$ cat config.mk
export PLATFORM = sky130hd
export DESIGN_NAME = gradient_color_map
export DESIGN_NICKNAME = d
export VERILOG_FILES = /design/src/hw/rtl/gcm_pkg.sv /design/src/hw/rtl/gradient_color_map.sv
export SDC_FILE = /design/constraint.sdc
export NUM_CORES = 2
export LEC_CHECK = 0
export BUFFER_PORTS_ARGS = -buffer_cell sky130_fd_sc_hd__buf_2
export CAP_MARGIN = 10
export CORE_UTILIZATION = 41
export CTS_CLUSTER_SIZE = 20
export DETAILED_ROUTE_END_ITERATION = 12
export GPL_TIMING_DRIVEN = 0
export SETUP_SLACK_MARGIN = 0.3
export SYNTH_ARGS = -nofsm -noshare
export SYNTH_HDL_FRONTEND = slang
export SYNTH_SLANG_ARGS = --single-unit
$ cat constraint.sdc
create_clock -name clk_i -period 11.3 [get_ports clk_i]
set_clock_uncertainty 0.2 [all_clocks]
set_input_delay 0 -clock clk_i [delete_from_list [all_inputs] [get_ports clk_i]]
set_output_delay 0 -clock clk_i [all_outputs]
set_load 0.03 [all_outputs]
$ cat src/hw/rtl/gcm_pkg.sv
package gcm_pkg;

  localparam int ValueWidth = 32;
  localparam int NumBins    = 18;
  localparam int BinWidth   = 5;
  localparam int ChanWidth  = 8;
  localparam int NumChans   = 3;

  localparam int Div1Steps  = BinWidth;
  localparam int Div2Steps  = ChanWidth;
  localparam int Div1Width  = ValueWidth + 5;
  localparam int Div2Width  = ValueWidth + 9;
  localparam int NumWidth   = ValueWidth + 1;

  localparam int StS1       = 0;
  localparam int StS2       = 1;
  localparam int StDiv1     = 2;
  localparam int StNum      = StDiv1 + Div1Steps;
  localparam int StMul      = StNum + 1;
  localparam int StDiv2     = StMul + 1;
  localparam int StOut      = StDiv2 + Div2Steps;
  localparam int NumStages  = StOut + 1;

  localparam logic [31:0] AlphaOpaque = 32'hff00_0000;

  localparam logic RegRangeMin = 1'b0;
  localparam logic RegRangeMax = 1'b1;

  typedef logic [1:0] half_t;
  typedef half_t [0:NumChans-1] rgb_half_t;

  localparam rgb_half_t CmapHalf [NumBins+1] = '{
    '{2'd0, 2'd0, 2'd1}, '{2'd0, 2'd0, 2'd2}, '{2'd0, 2'd1, 2'd2}, '{2'd0, 2'd2, 2'd2},
    '{2'd1, 2'd2, 2'd1}, '{2'd2, 2'd2, 2'd0}, '{2'd2, 2'd1, 2'd0}, '{2'd2, 2'd0, 2'd0},
    '{2'd1, 2'd0, 2'd0}, '{2'd1, 2'd0, 2'd0}, '{2'd2, 2'd0, 2'd0}, '{2'd2, 2'd1, 2'd0},
    '{2'd2, 2'd2, 2'd0}, '{2'd1, 2'd2, 2'd1}, '{2'd0, 2'd2, 2'd2}, '{2'd0, 2'd1, 2'd2},
    '{2'd0, 2'd0, 2'd2}, '{2'd0, 2'd0, 2'd1}, '{2'd0, 2'd0, 2'd0}
  };

  typedef struct packed {
    logic [Div1Width-1:0]  rem;
    logic [BinWidth-1:0]   q;
    logic [ValueWidth-1:0] span;
    logic                  blk;
  } div1_t;

  typedef struct packed {
    logic [NumChans-1:0][Div2Width-1:0] rem;
    logic [NumChans-1:0][ChanWidth-1:0] q;
    logic [ValueWidth-1:0]              span;
    logic                               blk;
  } div2_t;

  function automatic logic [NumWidth-1:0] scale_half(half_t h, logic [ValueWidth-1:0] v);
    logic [NumWidth-1:0] res;
    case (h)
      2'd1:    res = {1'b0, v};
      2'd2:    res = {v, 1'b0};
      default: res = '0;
    endcase
    return res;
  endfunction

endpackage

$ cat src/hw/rtl/gradient_color_map.sv
// Gradient colour map: one unsigned fixed-point sample in, one opaque ARGB word out.
// Input channel: in_valid_i / in_stall_o with sample_i; a transaction completes on a
// rising edge with in_valid_i high and in_stall_o low.
// Output channel: out_valid_o / out_stall_i with argb_o, same rule.
// Configuration: cfg_we_i writes cfg_data_i into range_min (index 0) or range_max
// (index 1); write only while no transaction is in flight.
// Throughput: one transaction per cycle while out_stall_i is low. The pipeline depth is
// set mostly by two pipelined restoring dividers: five stages find the bin, eight more
// find the three 8-bit colour channels in parallel.
// Each stage advances when it is empty or the stage after it advances, so bubbles
// close up and input is accepted while a result waits in the output register.
// When out_stall_i is held with a full pipeline, in_stall_o rises and every stage
// holds its contents; nothing is dropped or duplicated.
// Reset clears all stage valid bits and sets range_min to 0 and range_max to all ones.
// An empty range (max not above min) or a sample at or above range_max gives
// 0xff000000.
module gradient_color_map (
  input  logic                         clk_i,
  input  logic                         rst_ni,
  input  logic                         cfg_we_i,
  input  logic                         cfg_index_i,
  input  logic [31:0]                  cfg_data_i,
  input  logic                         in_valid_i,
  output logic                         in_stall_o,
  input  logic [gcm_pkg::ValueWidth-1:0] sample_i,
  output logic                         out_valid_o,
  input  logic                         out_stall_i,
  output logic [31:0]                  argb_o
);
  import gcm_pkg::*;

  logic [ValueWidth-1:0] range_min_q, range_max_q;
  logic [NumStages-1:0]  valid_q, valid_d, stage_ready;

  logic [ValueWidth-1:0] s1_off_q, s1_span_q, s1_off_d, s1_span_d;
  logic                  s1_empty_q, s1_empty_d;

  logic [Div1Width-1:0]  s2_dvd_q, s2_dvd_d;
  logic [ValueWidth-1:0] s2_span_q;
  logic                  s2_blk_q, s2_blk_d;

  div1_t                 div1_cur [Div1Steps];
  div1_t                 div1_d   [Div1Steps];
  div1_t                 div1_q   [Div1Steps];
  logic [Div1Width-1:0]  div1_sh  [Div1Steps];

  logic [BinWidth-1:0]   bin;
  logic [ValueWidth-1:0] bin_rem, bin_rest;
  rgb_half_t             row0, row1;
  logic [NumChans-1:0][NumWidth-1:0] num_d, num_q;
  logic [ValueWidth-1:0] num_span_q;
  logic                  num_blk_q;

  logic [NumChans-1:0][Div2Width-1:0] mul_dvd_d, mul_dvd_q;
  logic [ValueWidth-1:0] mul_span_q;
  logic                  mul_blk_q;

  div2_t                 div2_cur [Div2Steps];
  div2_t                 div2_d   [Div2Steps];
  div2_t                 div2_q   [Div2Steps];
  logic [Div2Width-1:0]  div2_sh  [Div2Steps];

  logic [31:0]           argb_d, argb_q;

  // Stage handshake
  always_comb begin
    stage_ready[NumStages-1] = !valid_q[NumStages-1] || !out_stall_i;
    for (int k = NumStages - 2; k >= 0; k--) begin
      stage_ready[k] = !valid_q[k] || stage_ready[k+1];
    end
    valid_d = valid_q;
    if (stage_ready[0]) begin
      valid_d[0] = in_valid_i;
    end
    for (int k = 1; k < NumStages; k++) begin
      if (stage_ready[k]) begin
        valid_d[k] = valid_q[k-1];
      end
    end
  end

  assign in_stall_o  = !stage_ready[StS1];
  assign out_valid_o = valid_q[StOut];
  assign argb_o      = argb_q;

  always_ff @(posedge clk_i or negedge rst_ni) begin
    if (!rst_ni) begin
      valid_q     <= '0;
      range_min_q <= '0;
      range_max_q <= '1;
    end else begin
      valid_q <= valid_d;
      if (cfg_we_i) begin
        case (cfg_index_i)
          RegRangeMin: range_min_q <= cfg_data_i[ValueWidth-1:0];
          RegRangeMax: range_max_q <= cfg_data_i[ValueWidth-1:0];
          default:     range_max_q <= range_max_q;
        endcase
      end
    end
  end

  // Offset and span
  always_comb begin
    s1_span_d  = range_max_q - range_min_q;
    s1_empty_d = range_max_q <= range_min_q;
    s1_off_d   = (sample_i > range_min_q) ? sample_i - range_min_q : '0;
  end

  // Scale by bin count
  always_comb begin
    s2_dvd_d = {s1_off_q, 4'b0000} + {4'b0000, s1_off_q, 1'b0};
    s2_blk_d = s1_empty_q || (s1_off_q >= s1_span_q);
  end

  // Bin search, one quotient bit a stage
  always_comb begin
    div1_cur[0] = div1_t'{rem: s2_dvd_q, q: '0, span: s2_span_q, blk: s2_blk_q};
    for (int j = 1; j < Div1Steps; j++) begin
      div1_cur[j] = div1_q[j-1];
    end
    for (int j = 0; j < Div1Steps; j++) begin
      div1_sh[j] = Div1Width'(div1_cur[j].span) << (Div1Steps - 1 - j);
      div1_d[j]  = div1_cur[j];
      if (div1_cur[j].rem >= div1_sh[j]) begin
        div1_d[j].rem = div1_cur[j].rem - div1_sh[j];
        div1_d[j].q   = div1_cur[j].q | (BinWidth'(1) << (Div1Steps - 1 - j));
      end
    end
  end

  // Table lookup and blend numerator
  always_comb begin
    bin      = div1_q[Div1Steps-1].q;
    bin_rem  = div1_q[Div1Steps-1].rem[ValueWidth-1:0];
    bin_rest = div1_q[Div1Steps-1].span - bin_rem;
    row0     = CmapHalf[bin];
    row1     = CmapHalf[bin + 5'd1];
    for (int c = 0; c < NumChans; c++) begin
      num_d[c] = scale_half(row0[c], bin_rest) + scale_half(row1[c], bin_rem);
    end
  end

  // Times 255
  always_comb begin
    for (int c = 0; c < NumChans; c++) begin
      mul_dvd_d[c] = {num_q[c], 8'h00} - {8'h00, num_q[c]};
    end
  end

  // Channel division by twice the span
  always_comb begin
    div2_cur[0] = div2_t'{rem: mul_dvd_q, q: '0, span: mul_span_q, blk: mul_blk_q};
    for (int j = 1; j < Div2Steps; j++) begin
      div2_cur[j] = div2_q[j-1];
    end
    for (int j = 0; j < Div2Steps; j++) begin
      div2_sh[j] = Div2Width'(div2_cur[j].span) << (Div2Steps - j);
      div2_d[j]  = div2_cur[j];
      for (int c = 0; c < NumChans; c++) begin
        if (div2_cur[j].rem[c] >= div2_sh[j]) begin
          div2_d[j].rem[c] = div2_cur[j].rem[c] - div2_sh[j];
          div2_d[j].q[c]   = div2_cur[j].q[c] | (ChanWidth'(1) << (Div2Steps - 1 - j));
        end
      end
    end
  end

  // Pack
  always_comb begin
    if (div2_q[Div2Steps-1].blk) begin
      argb_d = AlphaOpaque;
    end else begin
      argb_d = AlphaOpaque | {8'h00, div2_q[Div2Steps-1].q[0], div2_q[Div2Steps-1].q[1],
                              div2_q[Div2Steps-1].q[2]};
    end
  end

  always_ff @(posedge clk_i) begin
    if (stage_ready[StS1]) begin
      s1_off_q   <= s1_off_d;
      s1_span_q  <= s1_span_d;
      s1_empty_q <= s1_empty_d;
    end
    if (stage_ready[StS2]) begin
      s2_dvd_q  <= s2_dvd_d;
      s2_span_q <= s1_span_q;
      s2_blk_q  <= s2_blk_d;
    end
    for (int j = 0; j < Div1Steps; j++) begin
      if (stage_ready[StDiv1+j]) begin
        div1_q[j] <= div1_d[j];
      end
    end
    if (stage_ready[StNum]) begin
      num_q      <= num_d;
      num_span_q <= div1_q[Div1Steps-1].span;
      num_blk_q  <= div1_q[Div1Steps-1].blk;
    end
    if (stage_ready[StMul]) begin
      mul_dvd_q  <= mul_dvd_d;
      mul_span_q <= num_span_q;
      mul_blk_q  <= num_blk_q;
    end
    for (int j = 0; j < Div2Steps; j++) begin
      if (stage_ready[StDiv2+j]) begin
        div2_q[j] <= div2_d[j];
      end
    end
    if (stage_ready[StOut]) begin
      argb_q <= argb_d;
    end
  end

endmodule
[Yosys cells after proc, flatten, opt, wreduce, memory -nomap -nowiden]
Memory sizes are Yosys's and may differ from the RTL's.
Index checks and enable logic that the tools add are counted.
Cells by class
  reduce and logical (&&, ||, !) cells: 41
  equal/unequal tests: 12
  order comparisons: 34
  bitwise logic cells: 3
  add/sub/neg operators: 40
  mux-type cells: 89
Operators with widths (number)
  41-bit 2-to-1 mux: 24
  33-bit case mux with 2 select lines: 6
  41-bit by 33-bit subtractor with 41-bit output: 6
  42-bit 2-to-1 mux: 5
  41-bit by 33-bit greater-or-equal comparator with 1-bit output: 3
  41-bit by 34-bit greater-or-equal comparator with 1-bit output: 3
  41-bit by 35-bit greater-or-equal comparator with 1-bit output: 3
  41-bit by 36-bit greater-or-equal comparator with 1-bit output: 3
  41-bit by 37-bit greater-or-equal comparator with 1-bit output: 3
  41-bit by 38-bit greater-or-equal comparator with 1-bit output: 3
  41-bit by 39-bit greater-or-equal comparator with 1-bit output: 3
  41-bit by 40-bit greater-or-equal comparator with 1-bit output: 3
  41-bit by 34-bit subtractor with 41-bit output: 3
  41-bit by 35-bit subtractor with 41-bit output: 3
  41-bit by 36-bit subtractor with 41-bit output: 3
  41-bit by 37-bit subtractor with 41-bit output: 3
  41-bit by 38-bit subtractor with 41-bit output: 3
  41-bit by 39-bit subtractor with 41-bit output: 3
  41-bit by 40-bit subtractor with 41-bit output: 3
  33-bit adder: 3
  32-bit subtractor: 3
  6-bit 2-to-1 mux: 7
  36-bit by 33-bit adder with 37-bit output: 1
  37-bit by 32-bit greater-or-equal comparator with 1-bit output: 1
  other kinds (28): 118
Storage, ports and cells
  bits of input ports: 70
  output and inout bits: 34
  logic and storage cells: 261
  register bits after elaboration: 537
  memories kept: 4
  memory bits (read-only): 384
  bits in writable memories: 1815
Memories
  div2_q: depth 8, width 180, read ports 8, clocked after Yosys merged registers in 0, wr ports 8, RTL line gradient_color_map.sv:60  | div2_t div2_q [Div2Steps];
  div1_q: depth 5, width 75, read ports 5, clocked after Yosys merged registers in 0, wr ports 5, RTL line gradient_color_map.sv:44  | div1_t div1_q [Div1Steps];
  (name not given): depth 32, width 6, read ports 1, clocked after Yosys merged registers in 0, wr ports 0, RTL line gradient_color_map.sv:138  | row1 = CmapHalf[bin + 5'd1];
  (name not given): depth 32, width 6, read ports 1, clocked after Yosys merged registers in 0, wr ports 0, RTL line gradient_color_map.sv:137  | row0 = CmapHalf[bin];

[Longest topological paths before layout]
  depth after elaboration: 20
  depth in mapped cells: 26
  depth with buffers taken out: 26

[Worst setup path before layout]
No wires, ideal clock.
  path type: register to output
  start point: reg valid_q[17]
  end point: out in_stall_o
  path slack: 1.519 ns
  cell stages (with the launch flop): 11
  arrival: 9.581 ns
  buffers on the path: 0
  path through: dfrtp_1 -> and3_1 -> inv_1 -> nor2_1 -> and2_1 -> inv_1 -> nor3_1 -> nand3_1 -> nor2_1 -> nand3_1 -> inv_1
On the way
  longest elaborated chain between the ends: 20
RTL lines
  from (decl): RTL line gradient_color_map.sv:33  | logic [NumStages-1:0] valid_q, valid_d, stage_ready;
  from (signal assigned): RTL line gradient_color_map.sv:92  | valid_q <= valid_d;
  1-bit logical NOT: RTL line gradient_color_map.sv:67  | stage_ready[NumStages-1] = !valid_q[NumStages-1] || !out_stall_i;
  1-bit logical OR: RTL line gradient_color_map.sv:67
  1-bit logical OR: RTL line gradient_color_map.sv:69  | stage_ready[k] = !valid_q[k] || stage_ready[k+1];
  net stage_ready[16]: RTL line gradient_color_map.sv:33
  1-bit logical OR (4 in series): RTL line gradient_color_map.sv:69
  net stage_ready[12]: RTL line gradient_color_map.sv:33
  1-bit logical OR (9 in series): RTL line gradient_color_map.sv:69
  net stage_ready[3]: RTL line gradient_color_map.sv:33
  1-bit logical OR (3 in series): RTL line gradient_color_map.sv:69
  1-bit logical NOT: RTL line gradient_color_map.sv:82  | assign in_stall_o = !stage_ready[StS1];
  to (decl): RTL line gradient_color_map.sv:24  | output logic in_stall_o,
The timed path passes the listed nets, and every way through them passes these cells.

==> results_dict.tcl <==
set metrics [dict create \
    synth_cells 13600 \
    max_clock_freq_ghz 0.148 \
    outcome "finished clean" \
    post_drt_wl_per_cell_um 23.4 \
    final-max-slew-violation-count 0 \
    die_width_um 584 \
    number_of_flops_mapped_to_enable_cells_by_yosys 2003 \
    start_util_pct 41.3 \
    die_h_um 584 \
    critical_path.max_fanout 10 \
    critPathCaptureType "flop" \
    fp.dieArea_um2 341000 \
    synthesis.yosys.warnings 0 \
    drtIter0Drc 10000 \
    global_route.overflow_total 0 \
    timing.critical_path.from_type "flop" \
    yosysSeqAreaShare_pct 44.8 \
    number_of_endpoints_with_negative_hold_slack_in_the_final_report 0 \
    worst_slew_pin_slew_ns 1.20 \
    cts.reportedPaths.clkPinSlew_ns 0.06 \
    tritoncts.num_buffers 230 \
    dpl.cell_count 18300 \
    clock_tree.root_cell "clkbuf_16" \
    ios 104 \
    final_period_minus_worst_setup_slack_ns 6.76 \
    min-delay-path-class "in2reg" \
    ff2ff_path_depth 24 \
    grt_first_pass_wirelength_um 647000 \
    synth-main-ff-cell "edfxtp_1" \
    clk_path_buf_depth 4 \
    asyncSetResetFlopFracSynth_pct 3.93 \
    cp.arrival_ns 7.20 \
    slew_headroom_pct 19.1 \
    synth_area_leader_cell "edfxtp_1" \
    r2r-start "div1_q[0][334]$_DFFE_PP_" \
    via_count 107000 \
    fillerInstances 31700 \
    yosys.area.top_type_share_pct 43.3 \
    place.port_buffers 95 \
    met1Wirelength_um 196000 \
    crit_chain "ha_1 -> nand3_1 -> xor2_1 -> nand2_1 -> a32oi_1 -> ha_1 -> nor2b_1 -> clkbuf_1 -> clkbuf_1 -> and2_1 -> ha_1 -> inv_1 -> fa_1 -> nor2b_1 -> o21a_1 -> o21ai_0 -> a31oi_1 -> o21ai_0 -> o21ai_0 -> a31oi_1 -> a21oi_1 -> a221o_1 -> a21oi_1 -> xnor2_1" \
    post-dp-hpwl_um 358000 \
    cts_tree "yes" \
    grt_max_degree 130 \
    critical_path.reg2reg.endpoint "num_q[98]$_DFFE_PP_" \
    netlist_cell_types 123 \
    antenna_left 0 \
    area_growth_pct 12.1 \
    finalWeightedCongestion 0.969 \
    main_combinational_cell_family_by_area_after_synthesis "compound AO/OA/AOI/OAI gates" \
    worst_hold_path.endpoint "s1_off_q[11]$_SDFFCE_PP0N_" \
    post_synth_mux_area_share_pct 1.71 \
    final.period_utilization_pct 59.8 \
    cpPeakStageDelay_ns 0.58 \
    route.final.wire_length_um 444000 \
    worstHoldPathCells 5 \
    synth.area.top_cells "edfxtp_1, ha_1, a21oi_1" \
    post_layout_nonfiller_instances 18900 \
    yosys.area_share.adder_pct 12.0 \
    clk-insertion-delay-late_ns 0.93 \
    highest-signal-layer "met5" \
    synth_xor_xnor_area_share_pct 6.71 \
    grt.total_usage_pct 25.3 \
    rsz_0062_raised_after_global_routing "no" \
    post_synth_and_or_nand_nor_area_fraction_pct 12.2 \
    timing.hold.ws_ns 0.0725 \
    clock-sinks 2085 \
    placement_rows 213 \
    min-delay-start "sample_i[11]" \
    worstSetupPathType "reg2reg" \
    core_area_um2 337000 \
    syn_area_per_cell_um2 10.2 \
    cap_violations 0 \
    worstPathRequired_ns 11.74 \
    finalSetupViolations 0 \
    critPathTopFamily "compound AO/OA/AOI/OAI gates" \
    cts-htree-levels 4 \
    fin_nets 15600 \
    vias_per_cell 5.67 \
    critPathSlowestCell "edfxtp_1" \
    routed-wl-met2_um 199000 \
    r2r_slack_ns 4.54 \
    drc 0 \
    yosys_register_bits 2085 \
    syn_area_um2 139000 \
    path_buf_inv 3 \
    met3RoutedLength_um 27200 \
    complex_gate_fraction_of_the_synthesized_area_pct 18.8 \
    grt_pass1_vias 100000 \
    drtPass1Iterations 6 \
    drive_gt1_share_pct 6.63 \
    number_of_antenna_violations_at_the_first_check_in_global_routing 15 \
]
-- flip-flops by register name, indices dropped and copies added (netlist names), 36 cells and up --
signal and cells:
num_q 99, div2_cur 123, div1_q 356, s2_dvd_q 36
div2_q 1201
-- final cells by class --
cell class	instances	area [µm²]	area share, %
Clock inverter	147	1420	0.913
Clock buffer	278	6090	3.91
Buffer	319	1420	0.909
Timing Repair Buffer	347	3430	2.21
Inverter	1026	3870	2.49
Sequential cell	2085	62200	40.0
Tap cell	4515	5650	3.63
Multi-Input combinational cell	10200	71600	46.0
Antenna cell	10	25.0	0.0161
-- stage by stage --
step	cell area [µm²]	TNS [ns]	util (%)	setup WS [ns]
floorplan	139000	0	-	1.52
global placement	145000	-519.36	43.1	-2.64
detailed placement	146000	0	43.3	4.66
CTS	156000	0	46.2	4.65
global route	156000	0	46.2	4.25
finish	156000	0	46.2	4.54
-- Yosys cell counts, types with 169 or more instances --
master,number
nand4_1,182
a21o_1,638
nor2_1,889
mux2_2,169
edfxtp_1,2003
o21ai_0,1008
nand2_1,1052
nor3_1,210
xnor2_1,659
clkbuf_1,204
nand3_1,235
a21oi_1,1163
ha_1,1281
nor2b_1,219
xor2_1,406
nand2b_1,181
inv_1,1021
-- cells in the final DEF, fill, tap and decap left out, types with 61 or more instances in the layout --
cell	synthesis	layout
nand3_1	235	231
nor2b_1	219	219
and3_1	108	108
nor4_1	71	71
nor3_1	210	210
nand2b_1	181	181
clkbuf_1	204	242
xor2_1	406	406
ha_1	1281	1281
a31oi_1	112	112
mux2_2	169	169
o21ai_1	63	63
buf_2	68	163
o21a_1	165	165
nand4_1	182	182
o31ai_1	86	86
a22oi_1	70	70
clkbuf_16	0	235
dlygate4sd3_1	0	218
inv_1	1021	1015
a22o_1	120	120
a21oi_1	1163	1163
edfxtp_1	2003	2003
xnor2_1	659	659
a21boi_0	61	61
o21ai_0	1008	1008
nor2_1	889	889
a21o_1	638	638
nand2_1	1052	1047
o21bai_1	143	143
a211oi_1	77	77
-- worst min-delay path: cells and delay by family --
| kind | cells | cell delay (ns) |
|---|---|---|
| and+or+nand+nor | 1 | 0.09 |
| adders and majority gates | 1 | 0.27 |
| buffers and inverters | 2 | 0.63 |
| xor gates and xnor gates | 1 | 0.10 |
-- cell families (layout without fill, tap and decap cells) --
logic type                 after synthesis  count (layout)
xor gates and xnor gates              1065            1065
muxes                                  214             214
buffers and inverters                 1345            2117
and+or+nand+nor                       3500            3500
AOI/OAI and AO/OA                     4119            4119
adders and majority gates             1314            1314
DFF                                   2085            2085
other                                    1              18
-- how the worst max path moves through the flow --
stage	cells after the start	startpoint	slack, ns	end
3_3_place_gp	9	valid_q[17]$_DFFE_PN0P_	-2.64	s2_span_q[0]$_DFFE_PP_
4_1_cts	23	div1_q[0][337]$_DFFE_PP_	4.65	num_q[98]$_DFFE_PP_
6_report	24	div1_q[0][334]$_DFFE_PP_	4.54	num_q[98]$_DFFE_PP_
2_1_floorplan	10	valid_q[17]$_DFFE_PN0P_	1.52	in_stall_o
3_5_place_dp	24	div1_q[0][334]$_DFFE_PP_	4.66	num_q[98]$_DFFE_PP_
5_1_grt	23	div1_q[0][337]$_DFFE_PP_	4.25	num_q[98]$_DFFE_PP_
-- repair_timing --
action | 4_1_cts | 5_1_grt
hold buffers | 219 | 0
endpoints found under the hold margin | 264 | 0
buffers inserted | 0 | 0
gates resized for setup | 0 | 0
-- layer usage --
layer | GRT usage, % | up-vias
li1 | - | 51700
met4 | 10.9 | 6
met5 | 0 | -
met3 | 3.36 | 751
met1 | 34.6 | 51500
met2 | 40.0 | 3487
Power is not shown: default switching activity piles up to over one toggle a cycle in this logic, so the estimate is an artifact.
